==> config.mk <==
export PLATFORM = sky130hd
export DESIGN_NAME = sorted_timer_event_queue
export DESIGN_NICKNAME = d
export VERILOG_FILES = /design/src/hdl/steq_pkg.sv /design/src/hdl/sorted_timer_event_queue.sv
export SDC_FILE = /design/constraint.sdc
export NUM_CORES = 2
export LEC_CHECK = 0
export BUFFER_PORTS_ARGS = -buffer_cell sky130_fd_sc_hd__buf_4
export CAP_MARGIN = 5
export CORE_ASPECT_RATIO = 1.2
export CORE_MARGIN = 2
export CORE_UTILIZATION = 56
export CTS_BUF_LIST = sky130_fd_sc_hd__clkbuf_4
export DETAILED_ROUTE_END_ITERATION = 16
export PLACE_DENSITY = 0.73
export SLEW_MARGIN = 15
export SYNTH_ARGS = -nofsm -noshare
export SYNTH_HDL_FRONTEND = slang
export SYNTH_SLANG_ARGS = --single-unit
==> constraint.sdc <==
create_clock -name clock -period 6.7 [get_ports clock]
set_clock_uncertainty 0.1 [all_clocks]
set_input_delay 1.005 -clock clock [delete_from_list [all_inputs] [get_ports clock]]
set_output_delay 1.005 -clock clock [all_outputs]
set_load 0.02 [all_outputs]
==> src/hdl/steq_pkg.sv <==
package steq_pkg;

   localparam logic [1:0] REQ_SET    = 2'd0;
   localparam logic [1:0] REQ_CANCEL = 2'd1;
   localparam logic [1:0] REQ_TICK   = 2'd2;

   localparam logic [1:0] ST_OK      = 2'd0;
   localparam logic [1:0] ST_EVICT   = 2'd1;
   localparam logic [1:0] ST_NOMATCH = 2'd2;

   localparam logic [5:0] NIL = 6'd63;

   typedef struct packed {
      logic [7:0]  ev_class;
      logic [7:0]  ev_code;
      logic [15:0] ev_data;
   } event_type;

   typedef struct packed {
      logic        res_kind;
      logic [7:0]  out_class;
      logic [7:0]  out_code;
      logic [15:0] out_data;
      logic [1:0]  status;
      logic        last;
   } result_type;

endpackage

==> src/hdl/sorted_timer_event_queue.sv <==
// sorted timer event queue, list kept in one slot memory and one link memory
// set reads the evicted head (when no slot is free) and the free slot, then walks the list
// entry by entry; cancel walks it too, with a relink step where an entry is unlinked behind
// a kept one; a tick adds a wrap pass over the list when time has wrapped, then posts due events
// one request is taken at a time, only in idle; posting waits while the receiver stalls
// synchronous active-high reset, then a clearing pass over every slot with no request taken
module sorted_timer_event_queue import steq_pkg::*; #(
   parameter int SLOTS = 32
) (
   input  logic        clock,
   input  logic        reset,
   input  logic        req_tvalid,
   output logic        req_tready,
   // tdata: now[30:0], delay[46:31], ev_class[54:47], ev_code[62:55],
   // ev_data[78:63], zero fill to 80
   input  logic [79:0] req_tdata,
   // tuser: req_type[1:0]
   input  logic [1:0]  req_tuser,
   output logic        rsp_tvalid,
   input  logic        rsp_tready,
   // tdata: out_class[7:0], out_code[15:8], out_data[31:16], status[33:32],
   // zero fill to 40
   output logic [39:0] rsp_tdata,
   // tuser: res_kind
   output logic        rsp_tuser,
   output logic        rsp_tlast,
   input  logic        csr_valid,
   output logic        csr_ready,
   input  logic [30:0] csr_data
);

   localparam int AW = $clog2(SLOTS);
   localparam logic [5:0] LASTSLOT = 6'(SLOTS - 1);

   // state codes
   localparam logic [3:0] S_INIT   = 4'd0;
   localparam logic [3:0] S_IDLE   = 4'd1;
   localparam logic [3:0] S_RD     = 4'd2;   // read slot at ptr
   localparam logic [3:0] S_EVAL   = 4'd3;   // data of ptr is valid
   localparam logic [3:0] S_WAIT   = 4'd4;   // relink prev to new
   localparam logic [3:0] S_DONE   = 4'd5;

   // operation phases
   localparam logic [2:0] P_EVICT  = 3'd0;
   localparam logic [2:0] P_INS    = 3'd1;
   localparam logic [2:0] P_CAN    = 3'd2;
   localparam logic [2:0] P_WRAP   = 3'd3;
   localparam logic [2:0] P_POST   = 3'd4;
   localparam logic [2:0] P_FREE   = 3'd5;   // read free slot link

   // slot and link memories
   logic [63:0] slot_mem [SLOTS];   // deadline, class, code, data
   logic [5:0]  link_mem [SLOTS];
   logic [63:0] slot_rd;
   logic [5:0]  link_rd;
   logic        sw_en, lw_en;
   logic [AW-1:0] s_ra, sw_a, lw_a;
   logic [63:0] sw_d;
   logic [5:0]  lw_d;

   always_ff @(posedge clock) begin
      if (sw_en) slot_mem[sw_a] <= sw_d;
      if (lw_en) link_mem[lw_a] <= lw_d;
      slot_rd <= slot_mem[s_ra];
      link_rd <= link_mem[s_ra];
   end

   logic [3:0]  state_ff, state_in;
   logic [2:0]  phase_ff, phase_in;
   logic [5:0]  head_ff, head_in, free_ff, free_in;
   logic [31:0] last_ff, last_in;
   logic [30:0] wrap_ff, wrap_in;
   logic [5:0]  ptr_ff, ptr_in, prev_ff, prev_in, new_ff, new_in;
   logic [31:0] when_ff, when_in, now_ff, now_in;
   event_type   ev_ff, ev_in;
   logic        found_ff, found_in;
   logic [1:0]  stat_ff, stat_in;
   result_type  res_ff, res_in;
   logic        rv_ff, rv_in;

   wire         idle = (state_ff == S_IDLE);
   assign req_tready = idle;
   assign csr_ready  = 1'b1;
   assign rsp_tvalid = rv_ff;
   assign rsp_tdata  = {6'd0, res_ff.status, res_ff.out_data, res_ff.out_code,
                        res_ff.out_class};
   assign rsp_tuser  = res_ff.res_kind;
   assign rsp_tlast  = res_ff.last;

   wire signed [31:0] rd_dl = slot_rd[63:32];
   event_type rd_ev;
   assign rd_ev = slot_rd[31:0];
   wire signed [32:0] wsub = {rd_dl[31], rd_dl} - {2'b00, wrap_ff};
   wire signed [31:0] wsat = (wsub < -33'sd2147483648) ? 32'sh80000000 : wsub[31:0];
   wire [31:0] req_when = {1'b0, req_tdata[30:0]} + {16'd0, req_tdata[46:31]};
   wire signed [31:0] req_when_s = req_when[31] ? 32'sh7fffffff : req_when;

   function automatic result_type post_res(input event_type e);
      result_type r;
      r = '0;
      r.out_class = e.ev_class;
      r.out_code  = e.ev_code;
      r.out_data  = e.ev_data;
      return r;
   endfunction

   always_comb begin
      state_in = state_ff; phase_in = phase_ff; head_in = head_ff; free_in = free_ff;
      last_in = last_ff; wrap_in = wrap_ff; ptr_in = ptr_ff; prev_in = prev_ff;
      new_in = new_ff; when_in = when_ff; now_in = now_ff; ev_in = ev_ff;
      found_in = found_ff; stat_in = stat_ff; res_in = res_ff; rv_in = rv_ff;
      sw_en = 1'b0; lw_en = 1'b0; sw_a = ptr_ff[AW-1:0]; lw_a = ptr_ff[AW-1:0];
      sw_d = '0; lw_d = '0; s_ra = ptr_ff[AW-1:0];
      if (rv_ff && rsp_tready) rv_in = 1'b0;
      if (csr_valid) wrap_in = csr_data;
      case (state_ff)
         S_INIT: begin
            // clearing pass: build the free chain
            lw_en = 1'b1;
            lw_d  = (ptr_ff == LASTSLOT) ? NIL : ptr_ff + 6'd1;
            ptr_in = ptr_ff + 6'd1;
            if (ptr_ff == LASTSLOT) state_in = S_IDLE;
         end
         S_IDLE: begin
            if (req_tvalid) begin
               now_in = {1'b0, req_tdata[30:0]};
               when_in = req_when_s;
               ev_in = {req_tdata[54:47], req_tdata[62:55], req_tdata[78:63]};
               found_in = 1'b0; stat_in = ST_OK;
               state_in = S_DONE;
               case (req_tuser)
                  REQ_SET: begin
                     if (free_ff == NIL) begin
                        if (head_ff != NIL) begin
                           phase_in = P_EVICT; ptr_in = head_ff; state_in = S_RD;
                           stat_in = ST_EVICT;
                        end
                     end else begin
                        phase_in = P_FREE; ptr_in = free_ff; state_in = S_RD;
                     end
                  end
                  REQ_CANCEL: begin
                     phase_in = P_CAN; ptr_in = head_ff; prev_in = NIL;
                     state_in = S_RD;
                  end
                  REQ_TICK: begin
                     last_in = {1'b0, req_tdata[30:0]};
                     ptr_in = head_ff; state_in = S_RD;
                     phase_in = ({1'b0, req_tdata[30:0]} < last_ff) ? P_WRAP : P_POST;
                  end
                  default: ;
               endcase
            end
         end
         S_RD: begin
            if (ptr_ff == NIL) begin
               case (phase_ff)
                  P_CAN: begin
                     if (!found_ff) stat_in = ST_NOMATCH;
                     state_in = S_DONE;
                  end
                  P_WRAP: begin
                     phase_in = P_POST; ptr_in = head_ff;
                  end
                  P_INS: begin
                     // append at tail (prev) or as head
                     lw_en = 1'b1; lw_a = new_ff[AW-1:0]; lw_d = NIL;
                     state_in = S_WAIT; phase_in = P_INS;
                  end
                  default: state_in = S_DONE;
               endcase
            end else begin
               s_ra = ptr_ff[AW-1:0];
               state_in = S_EVAL;
            end
         end
         S_EVAL: begin
            case (phase_ff)
               P_EVICT, P_POST: begin
                  if (phase_ff == P_POST && !($signed(now_ff) > rd_dl)) begin
                     state_in = S_DONE;
                  end else if (!rv_ff) begin
                     res_in = post_res(rd_ev); rv_in = 1'b1;
                     head_in = link_rd;
                     lw_en = 1'b1; lw_d = free_ff; free_in = ptr_ff;
                     if (phase_ff == P_EVICT) begin
                        phase_in = P_FREE; state_in = S_RD;
                     end else begin
                        ptr_in = link_rd; state_in = S_RD;
                     end
                  end
               end
               P_FREE: begin
                  // take free slot and write payload
                  free_in = link_rd; new_in = ptr_ff;
                  sw_en = 1'b1; sw_d = {when_ff, ev_ff};
                  phase_in = P_INS; prev_in = NIL; ptr_in = head_ff;
                  state_in = S_RD;
               end
               P_INS: begin
                  if ($signed(when_ff) >= rd_dl) begin
                     prev_in = ptr_ff; ptr_in = link_rd; state_in = S_RD;
                  end else begin
                     lw_en = 1'b1; lw_a = new_ff[AW-1:0]; lw_d = ptr_ff;
                     state_in = S_WAIT;
                  end
               end
               P_CAN: begin
                  state_in = S_RD; ptr_in = link_rd;
                  if (rd_ev == ev_ff) begin
                     found_in = 1'b1;
                     lw_en = 1'b1; lw_d = free_ff; free_in = ptr_ff;
                     if (prev_ff == NIL) head_in = link_rd;
                     else begin
                        // relink prev on next cycle via WAIT
                        new_in = link_rd; state_in = S_WAIT;
                     end
                  end else prev_in = ptr_ff;
               end
               P_WRAP: begin
                  sw_en = 1'b1; sw_d = {wsat, rd_ev};
                  ptr_in = link_rd; state_in = S_RD;
               end
               default: state_in = S_DONE;
            endcase
         end
         S_WAIT: begin
            lw_a = prev_ff[AW-1:0];
            if (phase_ff == P_CAN) begin
               lw_en = 1'b1; lw_d = new_ff; state_in = S_RD;
            end else begin
               if (prev_ff == NIL) head_in = new_ff;
               else begin
                  lw_en = 1'b1; lw_d = new_ff;
               end
               state_in = S_DONE;
            end
         end
         S_DONE: begin
            if (!rv_ff) begin
               res_in = '0; res_in.res_kind = 1'b1; res_in.last = 1'b1;
               res_in.status = stat_ff; rv_in = 1'b1; state_in = S_IDLE;
            end
         end
         default: state_in = S_IDLE;
      endcase
   end

   always_ff @(posedge clock) begin
      if (reset) begin
         state_ff <= S_INIT; ptr_ff <= '0; head_ff <= NIL; free_ff <= '0;
         last_ff <= '0; wrap_ff <= 31'd1573040; rv_ff <= 1'b0;
      end else begin
         state_ff <= state_in; ptr_ff <= ptr_in; head_ff <= head_in; free_ff <= free_in;
         last_ff <= last_in; wrap_ff <= wrap_in; rv_ff <= rv_in;
      end
      phase_ff <= phase_in; prev_ff <= prev_in; new_ff <= new_in;
      when_ff <= when_in; now_ff <= now_in; ev_ff <= ev_in; found_ff <= found_in;
      stat_ff <= stat_in; res_ff <= res_in;
   end

endmodule
# --- Word-level counts from Yosys, hierarchy flattened ---
# Memories as Yosys holds them, arrays and structs flattened. A register that Yosys moved wholly into a read port is not among the register bits.
# Index checks and enable logic that the tools add are counted.
word_totals:
  out_inout_bits: 45
  ram_bits: 2240
  register_bits: 234
  mem_count: 2
  in_bits: 118
  elab_cells: 236
op_classes:
  n_mux: 118
  n_reduce_logical: 30
  n_eq_ne: 55
  add_sub_neg: 3
  order_cmp: 4
mem_list:
  columns: ["name", "depth", "word_bits", "rd", "rd_clocked_by_memory_dff", "write_ports", "line", "text"]
  rows:
  - ["slot_mem", 32, 64, 1, 1, 1, "sorted_timer_event_queue.sv:52", "logic [63:0] slot_mem [SLOTS];"]
  - ["link_mem", 32, 6, 1, 1, 1, "sorted_timer_event_queue.sv:53", "logic [5:0] link_mem [SLOTS];"]
op_table:
  columns: ["op", "count"]
  rows:
  - ["$mux W6", 33]
  - ["$mux W36", 4]
  - ["$pmux W64 S2", 1]
  - ["$pmux W36 S2", 1]
  - ["$pmux W6 S4", 3]
  - ["$mux W64", 1]
  - ["$pmux W6 S2", 5]
  - ["$pmux W6 S3", 3]
  - ["$mux W3", 13]
  - ["$ne A2 B2 Y1 const B", 17]
  - ["$lt A33 B32 Y1 const B", 1]
  - ["$sub A32 B32 Y33", 1]
  - ["$add A31 B16 Y32", 1]
  - ["$eq A32 B32 Y1", 1]
  - ["$ge A32 B32 Y1", 1]
  - ["$gt A32 B32 Y1", 1]
  - ["$mux W32", 1]
  - ["$lt A31 B31 Y1", 1]
  - ["$ne A3 B3 Y1 const B", 10]
  - ["$mux W4", 7]
  - ["$mux W1", 24]
  - ["$pmux W4 S6", 1]
  - ["$mux W5", 4]
  - ["$reduce_and A5 Y1", 4]
  - ["45 further kinds", 71]

# --- Depth between registers and ports, before layout ---
logic_depth:
  depth_word: 8
  ltp_mapped: 15
  mapped_depth_nobuf: 13

# --- Least setup slack after synthesis ---
# Ideal clock, no wire load.
synth_timing:
  path_type: "register -> register"
  start: "reg phase_ff[0]"
  end: "mem slot_mem[0][0] (enable)"
  required_time_ps: 6113
  arrival_ps: 4595
  period_less_slack_ps: 5182
  path_slack_ps: 1518
  n_path_buf: 2
  setup_ps: 487
  path_stages_with_launch: 8
  cell_sequence: "edfxtp_1 > clkbuf_1 > nor2b_1 > nand2_1 > nor2_1 > clkbuf_1 > o21ai_1 > nor2_1"
synth_via:
  elab_chain_cells: 6
  elab_cells_between_ends: 7
  cone_classes: "eq/ne (2); mux (4); reduce/logical (1)"
synth_rtl:
  columns: ["element", "line", "text"]
  rows:
  - ["start: declaration", "sorted_timer_event_queue.sv:69", "logic [2:0] phase_ff, phase_in;"]
  - ["start signal: assignment", "sorted_timer_event_queue.sv:257", "phase_ff <= phase_in; prev_ff <= prev_in; new_ff <= new_in;"]
  - ["$eq A3 B2 Y1 or $eq A3 B3 Y1 (tied branches)", "sorted_timer_event_queue.sv:178", "case (phase_ff)"]
  - ["$reduce_or A2 Y1 (no source line) *", null, null]
  - ["$mux W1 *", "sorted_timer_event_queue.sv:178", null]
  - ["$mux W1 *", "sorted_timer_event_queue.sv:116", "case (state_ff)"]
  - ["$mux W1 *", "sorted_timer_event_queue.sv:62", "if (sw_en) slot_mem[sw_a] <= sw_d;"]
  - ["$mux W1 (not written as such) *", "sorted_timer_event_queue.sv:62", null]
  - ["end: declaration", "sorted_timer_event_queue.sv:52", null]
# Every way passes the cells marked *; elsewhere a longest branch is shown, timed or not.

# --- Worst setup path in the final report ---
layout_timing:
  start: "reg ev_ff[31] (netlist name)"
  end: "mem link_mem[11][1] (enable)"
layout_via:
  elab_chain_cells: 6
layout_rtl:
  columns: ["element", "line", "text"]
  rows:
  - ["start: declaration", "sorted_timer_event_queue.sv:75", "event_type ev_ff, ev_in;"]
  - ["start signal: assignment", "sorted_timer_event_queue.sv:258", "when_ff <= when_in; now_ff <= now_in; ev_ff <= ev_in; found_ff <= found_in;"]
  - ["$eq A32 B32 Y1", "sorted_timer_event_queue.sv:210", "if (rd_ev == ev_ff) begin"]
  - ["$mux W1", "sorted_timer_event_queue.sv:210", null]
  - ["$pmux W1 S3", "sorted_timer_event_queue.sv:178", null]
  - ["$pmux W1 S4", "sorted_timer_event_queue.sv:116", null]
  - ["$mux W1", "sorted_timer_event_queue.sv:63", "if (lw_en) link_mem[lw_a] <= lw_d;"]
  - ["$mux W1 (not written as such)", "sorted_timer_event_queue.sv:63", null]
  - ["end: declaration", "sorted_timer_event_queue.sv:53", null]
# No other way between the ends.

==> impl_results.md <==
- Average routed wire per standard cell: 29.4 um
- DRT iter0 DRCs: 6,532
- Highest clock rate: about 180 MHz
- Number of global-route vias before repair: between 50,000 and 60,000
- Tot Pwr: 0.0310 W
- P&R area growth vs syn: 13.3%
- CP Launch Type: register
- Clk root buf: clkbuf_4
- Critical Path Sink: link_mem[11][1]
- Worst VDD drop: 0.174 mV
- Crit. Startpoint: ev_ff[31]
- LEAKAGE: between 30 and 40 nW
- Logic pwr share: 0.046
- Final Wtd Congestion: around 0.9
- CTS HTree Levels: 6
- Cell taking the most area after synthesis: edfxtp_1
- Number of gates resized after CTS: 0
- DRT Wirelength: around 250 mm
- Clock slew at reported path FFs: approximately 0.070 ns
- Seq pwr share: 0.557
- Post CTS Setup Buffer Count: 0
- I/O pin count: between 150 and 200
- Post-DP Area: between 100,000 and 150,000 sq um
- R2r setup slk: between 1 and 1.5 ns
- RSZ-0062 raised after global routing: no
- Final Max Tran Viols: 0
- IO Port Bufs: approximately 150
- Sw Share: 0.221
- Final hold violation count: 0
- Design area: 114,000 sq um
- Die X: roughly 390 um
- Slew Limit Headroom: 0.187
- CORE AREA: ~180,000 sq um
- CP Class: register to register
- Outcome: finished, final reports clean
- Initial antenna violation count: 10
- Synth top area cells: edfxtp_1, mux4_2, dfxtp_1, a22oi_1, ha_1
- Crit path DAT: 6.47 ns
- Area share of the largest cell type after synthesis: 0.713
- DR pass1 iterations: 7
- Commonest non-fill, non-tap cells in the layout: edfxtp_1, clkbuf_4, mux4_2
- Die ar.: 183,000 sq um
- CP endpoint kind: register
- Net switching power: between 0.006 and 0.007 W
- Max-cap violations: 0
- YS warnings: 0
- TritonCTS Buffers: ~620
- Internal power: 0.0242 W
- CTS Sinks: approximately 2,500
- CP Data Required Time: 7.60 ns
- Die height: 468 um
- Worst r2r dst: link_mem[11][1]
- Most common cell after layout, fill and taps aside: edfxtp_1
- Synth Register Bits: approximately 2,500
- Top FF cell, synth: edfxtp_1
- Fin crit period: around 5.6 ns
- Total negative setup slack: 0 ns
- Final Setup Violations: 0
- Worst Path Max Fanout: 11
- Unique masters post-synth: a little over 80
- DRC Markers: 0
- Async S/R FF share, synth: 0
- Synthesized area: slightly above 100,000 sq um
- Worst Hold Class: input port to register
- Clock power frac: 0.398
- Post-route ant nets: 0
- DR vias/cell: around 6.4
- Gr ovfl total: 0
- Clk buf depth: 4
- Final worst-path cycle share: 0.832
- Vias post-DR: 55,300
- Fillers: between 10,000 and 15,000
- Rows: 170
- Worst R2R Start: ev_ff[31]
- Post-DP HPWL: around 130 mm
- Layout cells sized above 1: 0.296
- Average size of a mapped cell: between 15 and 20 sq um
- Power Density: roughly 270 nW/um^2
- Sequential area share after synthesis: 0.743
- CTS tree: done
- Global-route wire length before repair: 367 mm
- Initial Util: 0.563
- Post-synth EDFFs: 2,387
- Hold wc startpoint: csr_valid
- Final net count: between 6,000 and 7,000
- Total track usage: 0.279
- Cell count after synthesis: between 5,000 and 6,000
- R2r worst-path depth: 9
- Clk Latency, worst-skew pair: approximately 1.4 ns
- Actual slew at the worst max-slew pin: between 1 and 1.5 ns
- Largest net degree at the start of global routing: between 150 and 200
-- cells in the mapped netlist (all sizes together), types with 19 or more instances --
cell type  instances
o21ai             64
mux2i             47
nor3              52
nand3             37
mux4             560
a22oi            284
and2              45
buf               78
nand2            182
xnor2             60
edfxtp          2387
a22o              63
ha               147
nand2b            19
nand4             95
a21o              39
a21oi            114
dfxtp            154
inv              135
nor2             144
clkbuf           188
xor2              19
-- worst max-delay path, stage by stage, from the launching register on --
cell      delay, ns
edfxtp_1       0.40
xnor2_1        0.64
nand4_1        0.21
nor4_1         0.96
nand2_1        0.63
nor2_1         0.44
o31a_1         0.42
a211oi_2       0.21
or3b_1         0.63
nor3_2         0.54
-- metal layers --
metal | track usage | vias to the layer above | routed length, um | part of all wire
met4 | 0.103 | 4 | 7380 | 0.029
li1 | - | 23200 | - | -
met3 | 0.0573 | 473 | 24800 | 0.097
met5 | 0 | - | 20 | 0.000079
met1 | 0.378 | 28400 | 96800 | 0.38
met2 | 0.453 | 3207 | 125000 | 0.49
-- worst min path at each step --
stage | endpoint | slack [ns] | depth (start not counted)
5_1_grt | wrap_ff[7] | 0.07 | 3
4_1_cts | wrap_ff[27] | 0.003 | 3
6_report | wrap_ff[29] | 0.13 | 3
2_1_floorplan | last_ff[10] | 0.34 | 2
3_5_place_dp | last_ff[30] | 0.35 | 2
3_3_place_gp | last_ff[2] | 0.34 | 2
-- flip-flops by register name, summed over array words and instances (netlist names), 6 cells and up --
signal,cells
ev_ff,32
free_ff,6
head_ff,6
last_ff,31
link_mem,192
link_rd,6
new_ff,6
now_ff,31
prev_ff,6
ptr_ff,6
rsp_tdata,34
slot_mem,2048
slot_rd,64
when_ff,31
wrap_ff,31
-- power groups by stage --
stage | logic, W | registers [W] | clock network [W]
global route | 0.00152 | 0.0173 | 0.0134
CTS | 0.00141 | 0.0173 | 0.0126
detailed placement | 0.00136 | 0.0176 | 0
finish | 0.00141 | 0.0173 | 0.0123
global placement | 0.00135 | 0.0176 | 0
floorplan | 0.000969 | 0.0176 | 0
-- logic make-up (layout without fill, tap and decap cells) --
kind of cell / after synthesis / count (layout) / synth area share
muxes: 618 / 618 / 0.131
AOI/OAI and AO/OA: 714 / 714 / 0.0508
other: 2 / 14 / 0.0000747
buffers and inverters: 401 / 1567 / 0.0157
and+or+nand+nor: 658 / 658 / 0.0333
xor gates and xnor gates: 79 / 79 / 0.00688
DFF: 2541 / 2541 / 0.743
adders and majority gates: 149 / 149 / 0.0187
-- metrics by stage --
step / setup WS [ns] / std cells / hold WS, ns / util
3_5_place_dp: 1.43 / 7478 / 0.346 / 0.589
4_1_cts: 1.39 / 8653 / 0.00318 / 0.637
2_1_floorplan: 1.52 / 5167 / 0.336 / -
3_3_place_gp: 1.48 / 7478 / 0.341 / 0.589
6_report: 1.13 / 8662 / 0.125 / 0.638
5_1_grt: 1.32 / 8659 / 0.0663 / 0.638
-- layout make-up --
| type | count | area [sq um] | share of cell area |
|---|---|---|---|
| Antenna cell | 7 | 17.5 | 0.000154 |
| Clock buffer | 898 | 6740 | 0.0592 |
| Clock inverter | 164 | 835 | 0.00732 |
| Inverter | 135 | 507 | 0.00445 |
| Multi-Input combinational cell | 2225 | 24600 | 0.216 |
| Sequential cell | 2541 | 74800 | 0.656 |
| Tap cell | 2322 | 2910 | 0.0255 |
| Timing Repair Buffer | 370 | 3550 | 0.0311 |
-- timing repair --
action,in CTS,in global routing
setup endpoints to repair,0,0
endpoints found under the hold margin,155,0
hold buffers,113,0
(Power assumes the default switching activity.)
